--- src/rtl/core/gwwl_pkg.sv ---
// Shared types, codes and the glyph width table for the greedy word-wrap line breaker.
// Depends on nothing; every other file refers to it by scoped names.
package gwwl_pkg;

  localparam int WIDTH_W  = 20;
  localparam int OFFSET_W = 16;
  localparam int INDEX_W  = 7;

  localparam logic [WIDTH_W-1:0] WIDTH_MAX  = 20'hFFFFF;
  localparam logic [WIDTH_W-1:0] WRAP_RESET = 20'd4096;

  // Character codes with a meaning of their own.
  localparam logic [7:0] CODE_NUL    = 8'h00;
  localparam logic [7:0] CODE_TAB    = 8'h09;
  localparam logic [7:0] CODE_NL     = 8'h0A;
  localparam logic [7:0] CODE_ESC    = 8'h10;
  localparam logic [7:0] CODE_HASHIN = 8'h1F;
  localparam logic [7:0] CODE_SPACE  = 8'h20;
  localparam logic [7:0] CODE_DEL    = 8'h7F;

  localparam logic [6:0] SPACE_UNITS = 7'd16;
  localparam logic [6:0] TAB_UNITS   = 7'd64;
  localparam logic [6:0] HASH_UNITS  = 7'd26;

  // Output queue depth and pointer width.
  localparam int OQ_DEPTH = 4;
  localparam int OQ_PTR_W = 2;

  // Glyph widths for codes 0x20 to 0x7E.
  localparam logic [5:0] GLYPH_UNITS [0:94] = '{
    6'd16, 6'd8,  6'd13, 6'd26, 6'd19, 6'd46, 6'd34, 6'd6,
    6'd15, 6'd14, 6'd20, 6'd31, 6'd9,  6'd13, 6'd8,  6'd21,
    6'd27, 6'd13, 6'd23, 6'd21, 6'd28, 6'd23, 6'd25, 6'd24,
    6'd24, 6'd25, 6'd8,  6'd9,  6'd31, 6'd30, 6'd31, 6'd15,
    6'd40, 6'd32, 6'd22, 6'd28, 6'd32, 6'd21, 6'd21, 6'd33,
    6'd33, 6'd8,  6'd16, 6'd29, 6'd20, 6'd45, 6'd33, 6'd38,
    6'd23, 6'd38, 6'd29, 6'd19, 6'd30, 6'd31, 6'd32, 6'd51,
    6'd29, 6'd29, 6'd25, 6'd13, 6'd21, 6'd13, 6'd30, 6'd26,
    6'd12, 6'd22, 6'd24, 6'd20, 6'd25, 6'd22, 6'd17, 6'd24,
    6'd23, 6'd8,  6'd13, 6'd23, 6'd8,  6'd39, 6'd24, 6'd27,
    6'd25, 6'd25, 6'd17, 6'd13, 6'd16, 6'd23, 6'd26, 6'd40,
    6'd23, 6'd26, 6'd21, 6'd18, 6'd5,  6'd18, 6'd35
  };

  // Running sums of the line being built.
  typedef struct packed {
    logic [WIDTH_W-1:0]  line_accum;
    logic [WIDTH_W-1:0]  word_accum;
    logic [WIDTH_W-1:0]  gap_accum;
    logic [OFFSET_W-1:0] word_begin;
    logic [WIDTH_W-1:0]  widest;
  } wrap_state_t;

  // One finished line.
  typedef struct packed {
    logic [INDEX_W-1:0]  line_index;
    logic [WIDTH_W-1:0]  line_width;
    logic [OFFSET_W-1:0] next_start;
    logic [WIDTH_W-1:0]  max_width;
    logic                line_overflow;
    logic                text_done;
  } line_result_t;

  // Sequencer that replays the bytes of a broken colour escape.
  typedef enum logic [1:0] {
    RP_IDLE,
    RP_HELD0,
    RP_HELD1,
    RP_ZERO
  } replay_state_t;

endpackage

--- src/rtl/core/gwwl_if.sv ---
// Handshake interfaces for the character input and the line result output.
// Depends on gwwl_pkg for the field widths.
interface gwwl_char_if;
  logic       valid;
  logic       ready;
  logic [7:0] char_code;

  modport source (output valid, output char_code, input ready);
  modport sink (input valid, input char_code, output ready);
endinterface

interface gwwl_line_if;
  logic                             valid;
  logic                             ready;
  logic [gwwl_pkg::INDEX_W-1:0]     line_index;
  logic [gwwl_pkg::WIDTH_W-1:0]     line_width;
  logic [gwwl_pkg::OFFSET_W-1:0]    next_start;
  logic [gwwl_pkg::WIDTH_W-1:0]     max_width;
  logic                             line_overflow;
  logic                             text_done;

  modport source (output valid, output line_index, output line_width, output next_start,
                  output max_width, output line_overflow, output text_done, input ready);
  modport sink (input valid, input line_index, input line_width, input next_start,
                input max_width, input line_overflow, input text_done, output ready);
endinterface

--- src/rtl/core/gwwl_step.sv ---
// Combinational step for one text byte: word close, line break, gap and width sums.
// Depends on gwwl_pkg; yields up to two finished lines per byte.
module gwwl_step #(
  parameter int MAX_LINES = 64,
  parameter int MAX_TEXT  = 65535,
  parameter int CNT_W     = 7
) (
  input  logic [7:0]                      char_code,
  input  logic [gwwl_pkg::OFFSET_W-1:0]   offset,
  input  logic [gwwl_pkg::WIDTH_W-1:0]    wrap_width,
  input  gwwl_pkg::wrap_state_t           st,
  input  logic [CNT_W-1:0]                lines,
  output gwwl_pkg::wrap_state_t           st_next,
  output logic [CNT_W-1:0]                lines_next,
  output logic                            res0_valid,
  output gwwl_pkg::line_result_t          res0,
  output logic                            res1_valid,
  output gwwl_pkg::line_result_t          res1
);

  localparam logic [CNT_W-1:0] LINE_LIMIT = CNT_W'(MAX_LINES);
  localparam logic [16:0]      TEXT_LIMIT = 17'(MAX_TEXT);

  always_comb begin
    logic                         is_ctrl;
    logic                         close_word;
    logic                         do_break;
    logic                         is_zero;
    logic                         is_nl;
    logic [gwwl_pkg::WIDTH_W+1:0] full_sum;
    logic [gwwl_pkg::WIDTH_W:0]   add_sum;
    logic [gwwl_pkg::WIDTH_W-1:0] line_a;
    logic [gwwl_pkg::WIDTH_W-1:0] word_a;
    logic [gwwl_pkg::WIDTH_W-1:0] gap_a;
    logic [gwwl_pkg::WIDTH_W-1:0] widest1;
    logic [CNT_W-1:0]             lines1;
    logic [16:0]                  off_inc;
    logic [gwwl_pkg::OFFSET_W-1:0] off_plus;
    logic [6:0]                   units;

    is_ctrl    = (char_code <= gwwl_pkg::CODE_SPACE) || (char_code >= gwwl_pkg::CODE_DEL);
    close_word = is_ctrl && !char_code[4] && (st.word_accum != '0);
    is_zero    = (char_code == gwwl_pkg::CODE_NUL);
    is_nl      = (char_code == gwwl_pkg::CODE_NL);

    off_inc  = {1'b0, offset} + 17'd1;
    off_plus = (off_inc > TEXT_LIMIT) ? TEXT_LIMIT[15:0] : off_inc[15:0];

    // Line plus gap plus word, unsaturated for the compare.
    full_sum = {2'b00, st.line_accum} + {2'b00, st.gap_accum} + {2'b00, st.word_accum};
    do_break = close_word && (st.line_accum != '0)
               && (full_sum > {2'b00, wrap_width});

    line_a = st.line_accum;
    word_a = st.word_accum;
    gap_a  = st.gap_accum;
    if (close_word) begin
      if (do_break) begin
        line_a = st.word_accum;
      end else begin
        line_a = (full_sum > {2'b00, gwwl_pkg::WIDTH_MAX}) ? gwwl_pkg::WIDTH_MAX
                                                            : full_sum[19:0];
      end
      word_a = '0;
      gap_a  = '0;
    end

    // First line: the one the word would have overfilled.
    res0_valid         = do_break;
    res0.line_width    = st.line_accum;
    res0.next_start    = st.word_begin;
    res0.text_done     = 1'b0;
    lines1             = lines;
    res0.line_index    = 7'(lines);
    res0.line_overflow = 1'b0;
    if (lines >= LINE_LIMIT) begin
      res0.line_index    = 7'(LINE_LIMIT);
      res0.line_overflow = 1'b1;
    end else if (do_break) begin
      lines1 = lines + 1'b1;
    end
    widest1 = st.widest;
    if (do_break && (st.line_accum > st.widest)) begin
      widest1 = st.line_accum;
    end
    res0.max_width = widest1;

    // Second line: closed by a newline or by the end of the string.
    res1_valid         = is_zero || is_nl;
    res1.line_width    = line_a;
    res1.next_start    = is_zero ? offset : off_plus;
    res1.text_done     = is_zero;
    lines_next         = lines1;
    res1.line_index    = 7'(lines1);
    res1.line_overflow = 1'b0;
    if (lines1 >= LINE_LIMIT) begin
      res1.line_index    = 7'(LINE_LIMIT);
      res1.line_overflow = 1'b1;
    end else if (res1_valid) begin
      lines_next = lines1 + 1'b1;
    end
    st_next.widest = widest1;
    if (res1_valid && (line_a > widest1)) begin
      st_next.widest = line_a;
    end
    res1.max_width = st_next.widest;

    st_next.line_accum = line_a;
    st_next.word_accum = word_a;
    st_next.gap_accum  = gap_a;
    st_next.word_begin = st.word_begin;

    units = gwwl_pkg::HASH_UNITS;
    if (!is_ctrl) begin
      units = {1'b0, gwwl_pkg::GLYPH_UNITS[7'(char_code - gwwl_pkg::CODE_SPACE)]};
    end

    add_sum = '0;
    if (is_zero) begin
      st_next    = '0;
      lines_next = '0;
    end else if (is_nl) begin
      st_next.gap_accum  = '0;
      st_next.line_accum = '0;
    end else if ((char_code == gwwl_pkg::CODE_SPACE) || (char_code == gwwl_pkg::CODE_TAB)) begin
      add_sum = {1'b0, gap_a} + 21'((char_code == gwwl_pkg::CODE_SPACE) ?
                                    gwwl_pkg::SPACE_UNITS : gwwl_pkg::TAB_UNITS);
      st_next.gap_accum  = add_sum[20] ? gwwl_pkg::WIDTH_MAX : add_sum[19:0];
      st_next.word_begin = off_plus;
    end else begin
      add_sum = {1'b0, word_a} + 21'(units);
      st_next.word_accum = add_sum[20] ? gwwl_pkg::WIDTH_MAX : add_sum[19:0];
    end
  end

endmodule

--- src/rtl/core/gwwl_out_fifo.sv ---
// Output queue of finished lines: takes up to two lines per cycle, gives one.
// Depends on gwwl_pkg for the line result type and the queue depth.
module gwwl_out_fifo (
  input  logic                   clk,
  input  logic                   rst,
  input  logic                   push0,
  input  gwwl_pkg::line_result_t data0,
  input  logic                   push1,
  input  gwwl_pkg::line_result_t data1,
  output logic                   room,
  output logic                   out_valid,
  input  logic                   out_ready,
  output gwwl_pkg::line_result_t out_data
);

  gwwl_pkg::line_result_t        entries [gwwl_pkg::OQ_DEPTH];
  logic [gwwl_pkg::OQ_PTR_W-1:0] wr_ptr;
  logic [gwwl_pkg::OQ_PTR_W-1:0] rd_ptr;
  logic [gwwl_pkg::OQ_PTR_W:0]   count;
  logic [1:0]                    n_push;
  logic                          pop;
  gwwl_pkg::line_result_t        first_data;

  assign n_push     = {1'b0, push0} + {1'b0, push1};
  assign first_data = push0 ? data0 : data1;
  assign pop        = out_valid && out_ready;
  assign out_valid  = (count != '0);
  assign out_data   = entries[rd_ptr];
  // Room for the two lines a single byte can close.
  assign room       = (count <= (gwwl_pkg::OQ_PTR_W+1)'(gwwl_pkg::OQ_DEPTH - 2));

  always_ff @(posedge clk) begin
    if (rst) begin
      wr_ptr <= '0;
      rd_ptr <= '0;
      count  <= '0;
    end else begin
      wr_ptr <= wr_ptr + gwwl_pkg::OQ_PTR_W'(n_push);
      if (pop) begin
        rd_ptr <= rd_ptr + 1'b1;
      end
      count <= count + (gwwl_pkg::OQ_PTR_W+1)'(n_push)
                     - (gwwl_pkg::OQ_PTR_W+1)'(pop);
    end
  end

  always_ff @(posedge clk) begin
    if (n_push != 2'd0) begin
      entries[wr_ptr] <= first_data;
    end
    if (n_push == 2'd2) begin
      entries[wr_ptr + 1'b1] <= data1;
    end
  end

endmodule

--- src/rtl/core/greedy_word_wrap_line_breaker.sv ---
// Greedy word-wrap line breaker: byte input, escape handling and line result output.
// Depends on gwwl_pkg, gwwl_if, gwwl_step and gwwl_out_fifo.
//
// Use: text bytes enter on char_in, one item per byte; a zero byte ends the string.
// Each finished line leaves on line_out as one item carrying its index, width, the
// offset of the next line, the widest line so far, a count overflow flag and, on the
// last line of the string, text_done. wrap_width is written through cfg_we and
// cfg_wdata while the block is idle.
// With an empty queue, the first line closed by a byte is offered on line_out in the
// cycle after that byte is taken, and a second line once the first has been taken.
// Throughput is one byte per cycle while char_in.ready is high, set by the combinational
// step logic feeding a four-entry output queue that takes up to two lines per cycle.
// char_in.ready is low while the queue has fewer than two free entries, so a
// stalled receiver holds the input back once three or more lines are queued; nothing
// is lost. A zero byte that breaks an open colour escape starts a replay of one step
// per held byte and one for the zero, each waiting for two free queue entries, during
// which ready is low.
// Reset clears all running sums, counters, the escape state and the queue, and sets
// wrap_width to 4096.
module greedy_word_wrap_line_breaker #(
  parameter int MAX_LINES = 64,
  parameter int MAX_TEXT  = 65535
) (
  input  logic                          clk,
  input  logic                          rst,
  input  logic                          cfg_we,
  input  logic [gwwl_pkg::WIDTH_W-1:0]  cfg_wdata,
  gwwl_char_if.sink                     char_in,
  gwwl_line_if.source                   line_out
);

  // Wide enough for the saturated line count itself.
  localparam int CNT_W = $clog2(MAX_LINES + 1);
  localparam logic [16:0] TEXT_LIMIT = 17'(MAX_TEXT);

  logic [gwwl_pkg::WIDTH_W-1:0]  wrap_width;
  gwwl_pkg::wrap_state_t         st;
  logic [CNT_W-1:0]              lines;
  logic [gwwl_pkg::OFFSET_W-1:0] byte_offset;
  logic [1:0]                    escape_pending;
  logic [7:0]                    escape_held [2];
  gwwl_pkg::replay_state_t       rp_state;
  gwwl_pkg::replay_state_t       rp_state_next;
  logic                          rep_two;
  logic [gwwl_pkg::OFFSET_W-1:0] rep_off;

  // Step inputs and outputs.
  logic [7:0]                    step_code;
  logic [gwwl_pkg::OFFSET_W-1:0] step_off;
  logic                          step_apply;
  gwwl_pkg::wrap_state_t         st_next;
  logic [CNT_W-1:0]              lines_next;
  logic                          res0_valid;
  logic                          res1_valid;
  gwwl_pkg::line_result_t        res0;
  gwwl_pkg::line_result_t        res1;

  logic                          room;
  logic                          accept;
  logic [7:0]                    code;
  logic                          fifo_valid;
  gwwl_pkg::line_result_t        head;
  logic [16:0]                   off_inc1;
  logic [16:0]                   off_inc4;
  logic [16:0]                   rep_inc;

  assign code     = char_in.char_code;
  assign accept   = char_in.valid && char_in.ready;
  assign char_in.ready = (rp_state == gwwl_pkg::RP_IDLE) && room;

  assign off_inc1 = {1'b0, byte_offset} + 17'd1;
  assign off_inc4 = {1'b0, byte_offset} + 17'd4;
  assign rep_inc  = {1'b0, rep_off} + 17'd1;

  // Next state of the escape replay sequencer.
  always_comb begin
    rp_state_next = rp_state;
    case (rp_state)
      gwwl_pkg::RP_IDLE: begin
        if (accept && (escape_pending != 2'd0) && (code == gwwl_pkg::CODE_NUL)) begin
          rp_state_next = (escape_pending == 2'd1) ? gwwl_pkg::RP_ZERO : gwwl_pkg::RP_HELD0;
        end
      end
      gwwl_pkg::RP_HELD0: begin
        if (room) begin
          rp_state_next = rep_two ? gwwl_pkg::RP_HELD1 : gwwl_pkg::RP_ZERO;
        end
      end
      gwwl_pkg::RP_HELD1: begin
        if (room) begin
          rp_state_next = gwwl_pkg::RP_ZERO;
        end
      end
      gwwl_pkg::RP_ZERO: begin
        if (room) begin
          rp_state_next = gwwl_pkg::RP_IDLE;
        end
      end
      default: rp_state_next = gwwl_pkg::RP_IDLE;
    endcase
  end

  // Which byte the step logic sees, and whether its result is kept.
  always_comb begin
    step_code  = code;
    step_off   = byte_offset;
    step_apply = 1'b0;
    case (rp_state)
      gwwl_pkg::RP_IDLE: begin
        // A broken escape first counts its opener as a joining '#'.
        if (escape_pending != 2'd0) begin
          step_code  = gwwl_pkg::CODE_HASHIN;
          step_apply = accept && (code == gwwl_pkg::CODE_NUL);
        end else begin
          step_apply = accept && (code != gwwl_pkg::CODE_ESC);
        end
      end
      gwwl_pkg::RP_HELD0: begin
        step_code  = escape_held[0];
        step_off   = rep_off;
        step_apply = room;
      end
      gwwl_pkg::RP_HELD1: begin
        step_code  = escape_held[1];
        step_off   = rep_off;
        step_apply = room;
      end
      gwwl_pkg::RP_ZERO: begin
        step_code  = gwwl_pkg::CODE_NUL;
        step_off   = rep_off;
        step_apply = room;
      end
      default: begin
        step_apply = 1'b0;
      end
    endcase
  end

  gwwl_step #(
    .MAX_LINES (MAX_LINES),
    .MAX_TEXT  (MAX_TEXT),
    .CNT_W     (CNT_W)
  ) u_step (
    .char_code  (step_code),
    .offset     (step_off),
    .wrap_width (wrap_width),
    .st         (st),
    .lines      (lines),
    .st_next    (st_next),
    .lines_next (lines_next),
    .res0_valid (res0_valid),
    .res0       (res0),
    .res1_valid (res1_valid),
    .res1       (res1)
  );

  gwwl_out_fifo u_out_fifo (
    .clk       (clk),
    .rst       (rst),
    .push0     (step_apply && res0_valid),
    .data0     (res0),
    .push1     (step_apply && res1_valid),
    .data1     (res1),
    .room      (room),
    .out_valid (fifo_valid),
    .out_ready (line_out.ready),
    .out_data  (head)
  );

  assign line_out.valid         = fifo_valid;
  assign line_out.line_index    = head.line_index;
  assign line_out.line_width    = head.line_width;
  assign line_out.next_start    = head.next_start;
  assign line_out.max_width     = head.max_width;
  assign line_out.line_overflow = head.line_overflow;
  assign line_out.text_done     = head.text_done;

  // Control state: sums, counters, offsets and the escape tracking.
  always_ff @(posedge clk) begin
    if (rst) begin
      wrap_width     <= gwwl_pkg::WRAP_RESET;
      st             <= '0;
      lines          <= '0;
      byte_offset    <= '0;
      escape_pending <= 2'd0;
      rp_state       <= gwwl_pkg::RP_IDLE;
    end else begin
      rp_state <= rp_state_next;
      if (cfg_we) begin
        wrap_width <= cfg_wdata;
      end
      if (step_apply) begin
        st    <= st_next;
        lines <= lines_next;
      end
      if ((rp_state == gwwl_pkg::RP_IDLE) && accept) begin
        if (escape_pending != 2'd0) begin
          if (code != gwwl_pkg::CODE_NUL) begin
            if (escape_pending != 2'd3) begin
              escape_pending <= escape_pending + 2'd1;
            end else begin
              // A complete escape is skipped whole.
              escape_pending <= 2'd0;
              byte_offset    <= (off_inc4 > TEXT_LIMIT) ? TEXT_LIMIT[15:0] : off_inc4[15:0];
            end
          end else begin
            escape_pending <= 2'd0;
          end
        end else if (code == gwwl_pkg::CODE_ESC) begin
          escape_pending <= 2'd1;
        end else if (code == gwwl_pkg::CODE_NUL) begin
          byte_offset <= '0;
        end else begin
          byte_offset <= (off_inc1 > TEXT_LIMIT) ? TEXT_LIMIT[15:0] : off_inc1[15:0];
        end
      end
      if ((rp_state == gwwl_pkg::RP_ZERO) && room) begin
        byte_offset <= '0;
      end
    end
  end

  // Escape followers and replay bookkeeping carry no reset.
  always_ff @(posedge clk) begin
    if ((rp_state == gwwl_pkg::RP_IDLE) && accept && (escape_pending != 2'd0)) begin
      if ((code != gwwl_pkg::CODE_NUL) && (escape_pending != 2'd3)) begin
        escape_held[escape_pending[1]] <= code;
      end
      if (code == gwwl_pkg::CODE_NUL) begin
        rep_two <= (escape_pending == 2'd3);
        rep_off <= (off_inc1 > TEXT_LIMIT) ? TEXT_LIMIT[15:0] : off_inc1[15:0];
      end
    end
    if ((rp_state != gwwl_pkg::RP_IDLE) && room) begin
      rep_off <= (rep_inc > TEXT_LIMIT) ? TEXT_LIMIT[15:0] : rep_inc[15:0];
    end
  end

endmodule
--- src/flat_wrapper.sv ---
// flat-port wrapper written by rule: the top's interface ports become plain ports
module greedy_word_wrap_line_breaker_flat 
#(
  parameter int MAX_LINES = 64,
  parameter int MAX_TEXT  = 65535
)
  (clk, rst, cfg_we, cfg_wdata, char_in_valid, char_in_char_code, char_in_ready, line_out_valid, line_out_line_index, line_out_line_width, line_out_next_start, line_out_max_width, line_out_line_overflow, line_out_text_done, line_out_ready);
  gwwl_char_if char_in_i ();
  gwwl_line_if line_out_i ();
  input  logic clk;
  input  logic rst;
  input  logic cfg_we;
  input  logic [gwwl_pkg::WIDTH_W-1:0] cfg_wdata;
  input wire logic [$bits(char_in_i.valid)-1:0] char_in_valid;
  input wire logic [$bits(char_in_i.char_code)-1:0] char_in_char_code;
  output wire logic [$bits(char_in_i.ready)-1:0] char_in_ready;
  output wire logic [$bits(line_out_i.valid)-1:0] line_out_valid;
  output wire logic [$bits(line_out_i.line_index)-1:0] line_out_line_index;
  output wire logic [$bits(line_out_i.line_width)-1:0] line_out_line_width;
  output wire logic [$bits(line_out_i.next_start)-1:0] line_out_next_start;
  output wire logic [$bits(line_out_i.max_width)-1:0] line_out_max_width;
  output wire logic [$bits(line_out_i.line_overflow)-1:0] line_out_line_overflow;
  output wire logic [$bits(line_out_i.text_done)-1:0] line_out_text_done;
  input wire logic [$bits(line_out_i.ready)-1:0] line_out_ready;
  assign char_in_i.valid = char_in_valid;
  assign char_in_i.char_code = char_in_char_code;
  assign char_in_ready = char_in_i.ready;
  assign line_out_valid = line_out_i.valid;
  assign line_out_line_index = line_out_i.line_index;
  assign line_out_line_width = line_out_i.line_width;
  assign line_out_next_start = line_out_i.next_start;
  assign line_out_max_width = line_out_i.max_width;
  assign line_out_line_overflow = line_out_i.line_overflow;
  assign line_out_text_done = line_out_i.text_done;
  assign line_out_i.ready = line_out_ready;
  greedy_word_wrap_line_breaker #(.MAX_LINES(MAX_LINES), .MAX_TEXT(MAX_TEXT)) u_core (.clk(clk), .rst(rst), .cfg_we(cfg_we), .cfg_wdata(cfg_wdata), .char_in(char_in_i), .line_out(line_out_i));
endmodule
--- config.mk ---
export PLATFORM = sky130hd
export DESIGN_NAME = greedy_word_wrap_line_breaker_flat
export DESIGN_NICKNAME = d
export VERILOG_FILES = /design/src/rtl/core/gwwl_pkg.sv /design/src/rtl/core/gwwl_if.sv /design/src/rtl/core/gwwl_step.sv /design/src/rtl/core/gwwl_out_fifo.sv /design/src/rtl/core/greedy_word_wrap_line_breaker.sv /design/src/flat_wrapper.sv
export SDC_FILE = /design/constraint.sdc
export NUM_CORES = 1
export LEC_CHECK = 0
export CAP_MARGIN = 20
export CELL_PAD_IN_SITES_DETAIL_PLACEMENT = 0
export CELL_PAD_IN_SITES_GLOBAL_PLACEMENT = 1
export CORE_MARGIN = 2
export CORE_UTILIZATION = 45
export DETAILED_ROUTE_END_ITERATION = 10
export DONT_BUFFER_PORTS = 1
export PLACE_DENSITY_LB_ADDON = 0.1
export SYNTH_ARGS = -nofsm -noshare
export SYNTH_HDL_FRONTEND = slang
export SYNTH_HIERARCHICAL = 1
export SYNTH_SLANG_ARGS = --single-unit
--- constraint.sdc ---
create_clock -name clk -period 15.4 [get_ports clk]
set_clock_uncertainty 0.1 [all_clocks]
set_input_delay 3.08 -clock clk [delete_from_list [all_inputs] [get_ports clk]]
set_output_delay 3.08 -clock clk [all_outputs]
set_load 0.01 [all_outputs]
==> Word-level counts from Yosys, hierarchy flattened <==
Memory sizes are Yosys's and may differ from the RTL's. A register that Yosys moved wholly into a read port is not among the register bits.
Cells that the tools add are included.
Widths: inputs -> output; s select.
{ "classes": {"add_sub_neg": 18, "shift": 0, "reduce_logical": 46, "magnitude_cmp": 14, "muxes": 69, "mul": 0, "n_bitwise": 1, "n_eq_ne": 20, "div": 0} }
{ "op_table": {"columns": ["operator", "count"], "rows": [
  ["$mux 20", 14],
  ["$mux 16", 15],
  ["$mux 76", 1],
  ["$gt 17x16->1 const B", 4],
  ["$mux 65", 1],
  ["$mux 7", 8],
  ["$add 16x1->17 const B", 3],
  ["$add 20x7->21", 2],
  ["$gt 20x20->1", 2],
  ["$reduce_bool 20->1", 2],
  ["$mux 36", 1],
  ["$pmux 8 s4", 1],
  ["$add 21x20->22", 1],
  ["$gt 22x20->1", 1],
  ["$gt 22x20->1 const B", 1],
  ["$mux 2", 11],
  ["$add 20x20->21", 1],
  ["$logic_and 1x1->1", 20],
  ["$mux 6", 3],
  ["$add 16x3->17 const B", 1],
  ["$eq 8x4->1 const B", 2],
  ["$logic_not 8->1", 2],
  ["$add 7x1->7 const B", 2],
  ["$ge 7x7->1 const B", 2],
  ["33 further kinds", 67]
]} }
{ "word_totals": {"latchBits": 0, "mem_bits_rw": 276, "mem_count": 3, "in_bits": 33, "register_bits": 167, "romBits": 768} }
{ "memory_table": {"columns": ["name", "words", "word_bits", "read_ports", "rd_clocked_by_memory_dff", "write_ports", "line_no", "text"], "rows": [
  ["(no name shown)", 128, 6, 1, 0, 0, "gwwl_step.sv:115", "units = {1'b0, gwwl_pkg::GLYPH_UNITS[7'(char_code - gwwl_pkg::CODE_SPACE)]};"],
  ["u_core.u_out_fifo.entries", 4, 65, 1, 1, 2, "gwwl_out_fifo.sv:16", "gwwl_pkg::line_result_t entries [gwwl_pkg::OQ_DEPTH];"],
  ["u_core.escape_held", 2, 8, 2, 0, 1, "greedy_word_wrap_line_breaker.sv:41", "logic [7:0] escape_held [2];"]
]} }

==> Logic depth before layout (Yosys ltp) <==
Gate-level depths: netlist (run 1).
{ "logic_depth": {"word_depth": 15, "depth_mapped": 47, "depth_no_buf": 44} }

==> Cells and area by module <==
Netlist (run 1), hierarchy kept.
{ "modules_own_cells": {"columns": ["mod", "cells_per_inst", "area_per_inst_um2", "instances"], "rows": [
  ["gwwl_out_fifo", 682, 13362.8, 1],
  ["gwwl_step", 1414, 9056.2, 1],
  ["greedy_word_wrap_line_breaker", 937, 7941.4, 1]
]} }

==> Worst setup path before layout (run 1) <==
OpenSTA, ideal clock, no wires.
{ "synth_timing": {"path_kind": "register to register", "startpoint": "reg, netlist name u_core/st[77]", "endpoint": "mem u_core/u_out_fifo/entries[0][0] (netlist name), enable pin", "t_required_ps": 14716, "n_path_buf": 1, "period_less_slack_ps": 11424, "slack_ps": 3976, "path_stages_with_launch": 34, "arrival_time_ps": 10740, "path_cell_list": "dfxtp_1 ha_1 a21o_1 a21oi_1 o21bai_1 a31oi_1 o21bai_1 a21oi_1 o21ai_0 a21oi_1 xnor2_1 ha_1 a21oi_1 nand2_1 a221o_1 a31oi_1 o21ai_0 a31o_2 a21oi_1 xnor2_1 ha_1 nand2_1 nor4_1 o2bb2ai_1 a31oi_1 nand2b_1 a21oi_1 a211o_1 buf_6 inv_4 and2_1 inv_1 ha_1 o31ai_1"} }
{ "synth_rtl": {"columns": ["item", "line_no"], "rows": [
  ["end: declaration", "gwwl_out_fifo.sv:16"]
]} }

==> results of run 1 <==
-- through the flow --
| step | instance area [um^2] | setup WS [ns] | hold slack (ns) | power (W) |
|---|---|---|---|---|
| after floorplan | 30400 | 3.98 | 0.335 | 0.00312 |
| after global placement | 30600 | 4.29 | 0.358 | 0.00365 |
| after detailed placement | 30600 | 3.92 | 0.367 | 0.00367 |
| after CTS | 32400 | 3.88 | 0.375 | 0.00496 |
| after global routing | 32400 | 2.87 | 0.393 | 0.00523 |
| final | 32400 | 3.70 | 0.376 | 0.00493 |
-- worst max-delay path by stage --
stage	start	end	slack (ns)	cells after the start
CTS	u_core/st[77]	u_core/u_out_fifo/entries[2][16]	3.88	41
global placement	u_core/st[77]	u_core/u_out_fifo/entries[2][20]	4.29	43
floorplan	u_core/st[77]	u_core/u_out_fifo/entries[0][0]	3.98	33
global route	u_core/st[77]	u_core/u_out_fifo/entries[2][16]	2.87	41
finish	u_core/st[77]	u_core/u_out_fifo/entries[2][16]	3.70	41
detailed placement	u_core/st[77]	u_core/u_out_fifo/entries[2][16]	3.92	41
-- sequential cells by signal, summed over array words and instances, names as in the netlist, named ones only --
name	count
u_core/u_out_fifo/entries	260
u_core/st	96
u_core/wrap_width	20
u_core/byte_offset	16
u_core/escape_held	16
u_core/rep_off	16
u_core/lines	7
u_core/u_out_fifo/count	3
u_core/escape_pending	2
u_core/rp_state	2
u_core/u_out_fifo/rd_ptr	2
u_core/u_out_fifo/wr_ptr	2
u_core/rep_two	1
-- kinds of logic after synthesis --
| family | Yosys count | share of synthesized area [%] |
|---|---|---|
| AO/OA/AOI/OAI | 670 | 14.1 |
| AND/OR/NAND/NOR | 895 | 13.7 |
| adder cells (fa/ha/maj) | 143 | 5.99 |
| multiplexers | 394 | 17.7 |
| XOR/XNOR | 108 | 3.12 |
| buffers and inverters | 377 | 6.33 |
| other | 1 | 0.0124 |
| flip-flops | 445 | 39.0 |
-- power groups by stage --
stage	logic, W	clock network (W)	registers (W)
2_1_floorplan	0.00165	0	0.00147
3_3_place_gp	0.00210	0	0.00155
3_5_place_dp	0.00213	0	0.00155
4_1_cts	0.00214	0.00130	0.00152
5_1_grt	0.00235	0.00134	0.00154
6_report	0.00215	0.00127	0.00152
-- critical path: cells and delay by family, from the launching register on --
family,cells,cell delay (ns)
XOR/XNOR,2,0.33
AND/OR/NAND/NOR,8,2.65
adder cells (fa/ha/maj),4,1.26
AO/OA/AOI/OAI,23,5.46
buffers and inverters,2,0.47
flip-flops,1,0.50
multiplexers,2,0.64
-- layout by cell type, fill, tap and decap left out, drive strengths merged, types with 14 or more instances in the layout --
master,synthesis,routed
nand3,61,61
o21a,17,17
or3,14,14
buf,126,49
a31oi,29,29
inv,154,156
clkbuf,97,79
mux2i,48,48
nor3,50,50
a21o,34,34
a22oi,15,15
nor4,27,27
mux2,278,278
nand4,34,34
o221ai,16,16
nand2,386,386
ha,139,139
and3,23,23
xnor2,71,71
nand2b,20,20
edfxtp,293,293
and2,31,31
nor2,195,195
a211oi,40,40
a21oi,281,281
mux4,68,68
dfxtp,152,152
o21ai,102,102
nor2b,26,26
a221oi,19,19
xor2,37,37
-- routing by layer --
layer | global-route usage, % | vias up | part of all wire [%]
met5 | 0 | - | 0
met1 | 37.7 | 11540 | 46
met3 | 4.06 | 120 | 6.6
met2 | 42.1 | 764 | 46
met4 | 5.99 | 0 | 2.1
li1 | - | 10883 | -
-- final cells by class --
| cell class | count | area (um^2) |
|---|---|---|
| tap | 873 | 1090 |
| clock buffer | 79 | 1530 |
| fill | 6278 | 34700 |
| multi-input combinational | 2211 | 16700 |
| clock inverter | 17 | 220 |
| timing repair buffer | 49 | 368 |
| sequential | 445 | 11800 |
| inverter | 154 | 581 |
==> impl_metrics.tcl, run 1 <==
set metrics [dict create \
    hpwl_um 62400 \
    p_sw_share_pct 39.9 \
    combinationalPowerShare_pct 43.5 \
    worstReg2RegStart "u_core/st[77]" \
    drc 0 \
    powerDensity_nw_per_um2 152 \
    ant_nets 0 \
    diodes 0 \
    drv_slew 0 \
    synth.most_common_cell "nand2_1" \
    cpPeakStageDelay_ns 0.69 \
    stdcell_count 3828 \
    cts.path.max_buffers 3 \
    max-slew-margin-rel_pct 25.2 \
    finalSetupViolCount 0 \
    min_to "u_core/st[8]" \
    synth-seq-cells 445 \
    yosysTopAreaCellShare_pct 29.0 \
    tns_ns 0 \
    clock_sinks 445 \
    drt-initial-drc-count 2190 \
    fp.dieW_um 264 \
    syn_inst 3033 \
    synth_edf_count 293 \
    crit_required_ns 15.66 \
    seqPwrFrac_pct 30.8 \
    power.switching_w 0.00197 \
    vias_per_cell 6.09 \
    antenna_found_initial 0 \
    reg2reg_slack_ns 3.70 \
    clk_latency_ns 0.61 \
    p_leak_nw 12.8 \
    crit_top_cell "a21oi_1" \
    wl_per_cell_um 24.2 \
    ys.flop_type "edfxtp_1" \
    gp_congestion 0.888 \
    finalCritPeriodShare_pct 76.0 \
    min_path_cells 2 \
    setup.worst_path.start_class "flip-flop" \
    synth.area.top_cells "edfxtp_1, dfxtp_1, mux2_2" \
    ir_worst_vdd_v 0.000164 \
    htree_levels 2 \
    p_clk_share_pct 25.7 \
    drt-pass1-iter-count 5 \
    drive_above_1_share_pct 16.3 \
    p_int_w 0.00296 \
    rows 95 \
    crit_fanout 44 \
    cts_setup_buffers 0 \
    arrival_ns 11.96 \
    ioPinCount 100 \
    hp-class "flip-flop to flip-flop" \
    finalWirelength_um 92800 \
    yosysTopAreaCell "edfxtp_1" \
    cts_tree "done" \
    core_um2 67000 \
    yosys_warnings 6 \
    cts_buffers 51 \
    synth_area_um2 30400 \
    outcome "finished, final reports clean" \
    rsz0062_at_grt "no" \
    final_util_pct 48.3 \
    ctsHoldBuffers 0 \
    portBuffers 0 \
    vias 23307 \
    critical_path.slowest_cell "nand2b_2" \
    reg2regPathDepth 41 \
    cap_violations 0 \
    synth_nets 3209 \
    start_util_pct 45.3 \
    finalHoldViolations 0 \
    fmax_mhz 85.5 \
    cts.clk_slew.worst_paths_ns 0.06 \
    grt_pass1_vias 22814 \
    grt_pass1_wl_um 142000 \
    crit_type "flip-flop to flip-flop" \
    hold_start "u_core/st[8]" \
    async_reset_ff_share_pct 0 \
    cts_resized 0 \
    dieArea_um2 69600 \
    ys_seq_area_share_pct 39.0 \
    grt_overflow 0 \
    area_growth_pct 6.66 \
    dp_cells 3732 \
    synth_commonest_cells "nand2_1, edfxtp_1, a21oi_1" \
    synth_cell_type_count 104 \
    r2r_end "u_core/u_out_fifo/entries[2][16]" \
    cts-root-buf "clkbuf_16" \
    finalNetCount 3088 \
    grt_max_degree 138 \
    avgSynthCellArea_um2 10.0 \
    die_h_um 264 \
    cp-end-kind "flip-flop" \
    worst_pin_slew_ns 1.12 \
    globalRouteTotalUtil_pct 26.3 \
    fin_crit_ns 11.70 \
]
Power figures use the tool's default switching activity.
==> run 2: changes to the inputs <==
==> constraint.sdc (replaced) <==
create_clock -name clk -period 10.9 [get_ports clk]
set_clock_uncertainty 0.1 [all_clocks]
set_input_delay 2.18 -clock clk [delete_from_list [all_inputs] [get_ports clk]]
set_output_delay 2.18 -clock clk [all_outputs]
set_load 0.01 [all_outputs]
==> run 2 against run 1 <==
Critical endpoint is now u_core/u_out_fifo/entries[2][10]. Maximum frequency rose by 14%. Largest cell class unchanged. Setup slack got worse by 3.1 ns. Register-to-register slack got worse by 3.1 ns. Hold slack got worse by 0.0016 ns. Critical path type unchanged.
==> impl_metrics.tcl, run 2 (synthesized netlist as in run 1, its figures left out) <==
set metrics [dict create \
    vias 23546 \
    drt-initial-drc-count 2107 \
    dieArea_um2 69600 \
    n_fill_cell 6167 \
    finalNetCount 3110 \
    htree_levels 2 \
    cts_resized 0 \
    start_util_pct 45.3 \
    min_to "u_core/st[5]" \
    finalCritPeriodShare_pct 94.4 \
    die_h_um 264 \
    p_int_w 0.00406 \
    max-slew-margin-rel_pct 27.0 \
    wl_per_cell_um 24.6 \
    fp.dieW_um 264 \
    grt_pass1_wl_um 143000 \
    hpwl_um 63800 \
    reg2regPathDepth 42 \
    crit_top_cell "a21oi_1" \
    reg2reg_slack_ns 0.61 \
    powerDensity_nw_per_um2 211 \
    cts.clk_slew.worst_paths_ns 0.06 \
    grt_overflow 0 \
    grt_pass1_vias 22671 \
    power.switching_w 0.00281 \
    cts_buffers 52 \
    crit_required_ns 11.16 \
    top_regs "u_core/u_out_fifo/entries (260), u_core/st (96), u_core/wrap_width (20)" \
    multiInputGateArea_um2 16800 \
    final_cell_mix "nand2_1, edfxtp_1, a21oi_1" \
    cp-end-kind "flip-flop" \
    drv_slew 0 \
    rsz0062_at_grt "no" \
    drc 0 \
    fin_crit_ns 10.29 \
    cpPeakStageDelay_ns 0.43 \
    largest_reg_flops 260 \
    finalPower_w 0.00687 \
    vias_per_cell 6.12 \
    globalRouteTotalUtil_pct 26.6 \
    combinationalPowerShare_pct 44.7 \
    grt_max_degree 138 \
    crit_type "flip-flop to flip-flop" \
    cts_setup_buffers 0 \
    final_common_cell "nand2_1" \
    p_leak_nw 12.8 \
    clock_sinks 445 \
    ant_nets 0 \
    p_clk_share_pct 24.1 \
    rows 95 \
    crit_fanout 27 \
    seq_area_um2 11800 \
    setup.worst_path.start_class "flip-flop" \
    top_register "u_core/u_out_fifo/entries" \
    portBuffers 0 \
    tns_ns 0 \
    cts.path.max_buffers 3 \
    ir_worst_vdd_v 0.000474 \
    worst_pin_slew_ns 1.09 \
    finalWirelength_um 94600 \
    arrival_ns 10.55 \
    p_sw_share_pct 40.9 \
    hp-class "flip-flop to flip-flop" \
    fmax_mhz 97.2 \
    dp_cells 3752 \
    stdcell_count 3850 \
    critical_path.slowest_cell "dfxtp_2" \
    seqPwrFrac_pct 31.2 \
    worstReg2RegStart "u_core/st[77]" \
    core_um2 67000 \
    clk_latency_ns 0.63 \
    cts-root-buf "clkbuf_16" \
    finalHoldViolations 0 \
    antenna_found_initial 1 \
    r2r_end "u_core/u_out_fifo/entries[2][10]" \
    hold_start "u_core/st[5]" \
    finalSetupViolCount 0 \
    drt-pass1-iter-count 5 \
    ctsHoldBuffers 0 \
    gp_congestion 0.911 \
    min_path_cells 2 \
    drive_above_1_share_pct 16.9 \
    cts_tree "done" \
    area_growth_pct 6.98 \
    outcome "finished, final reports clean" \
    cap_violations 0 \
    ioPinCount 100 \
]
[run 2: cell count changes in the layout (fill, tap and decap cells not counted), moves of 3 or more]
cell       change
a21oi_1        -3
buf_4         +16
a21oi_2        +3
o221ai_1       -3
clkbuf_8      -11
bufinv_16      -3
clkbuf_1       +4
clkinv_1       +6
buf_12         +3
[run 2: worst max path at each step]
stage | slack (ns) | start | endpoint
6_report | 0.61 | u_core/st[77] | u_core/u_out_fifo/entries[2][10]
5_1_grt | 0.06 | u_core/st[77] | u_core/u_out_fifo/entries[2][19]
4_1_cts | 0.04 | u_core/st[77] | u_core/u_out_fifo/entries[2][18]
3_5_place_dp | 0.04 | u_core/st[77] | u_core/u_out_fifo/entries[2][18]
3_3_place_gp | 0.29 | u_core/st[77] | u_core/u_out_fifo/entries[2][18]
2_1_floorplan | 1.01 | u_core/st[77] | u_core/u_out_fifo/entries[3][0]
[run 2: per-stage QoR]
stage	setup slack, ns	area (um^2)	hold WS (ns)	utilization (%)
floorplan	1.01	30400	0.335	-
global placement	0.289	30800	0.358	45.9
detailed placement	0.0429	30800	0.365	46.0
CTS	0.0423	32400	0.374	48.3
global route	0.0552	32500	0.388	48.4
finish	0.609	32500	0.374	48.4
[run 2: critical path, delay by kind of cell (launching register included)]
| kind | cells | cell delay (ns) |
|---|---|---|
| AND/OR/NAND/NOR | 8 | 1.92 |
| multiplexers | 1 | 0.34 |
| buffers and inverters | 3 | 0.74 |
| AO/OA/AOI/OAI | 24 | 4.98 |
| XOR/XNOR | 2 | 0.43 |
| flip-flops | 1 | 0.43 |
| adder cells (fa/ha/maj) | 4 | 1.11 |
[run 2: power by group through the flow]
stage	registers (W)	clock network, W	logic, W
global placement	0.00217	0	0.00300
global route	0.00216	0.00176	0.00334
finish	0.00214	0.00166	0.00307
floorplan	0.00207	0	0.00233
CTS	0.00214	0.00170	0.00303
detailed placement	0.00218	0	0.00302
[run 2: cell type report]
| type | count | share of cell area (%) |
|---|---|---|
| timing repair buffer | 69 | 1.72 |
| sequential | 445 | 36.5 |
| clock inverter | 24 | 0.593 |
| inverter | 154 | 1.79 |
| multi-input combinational | 2212 | 51.7 |
| tap | 873 | 3.36 |
| clock buffer | 72 | 4.30 |
| antenna | 1 | 0.00770 |
[run 2: metal layers]
layer  up-vias  global-route usage, %  wire length (um)
met2       799                   41.4             42300
met5         -                      0                 0
met3       132                   5.45              7310
li1      10942                      -                 -
met4         0                   6.66              2310
met1     11673                   37.9             42700
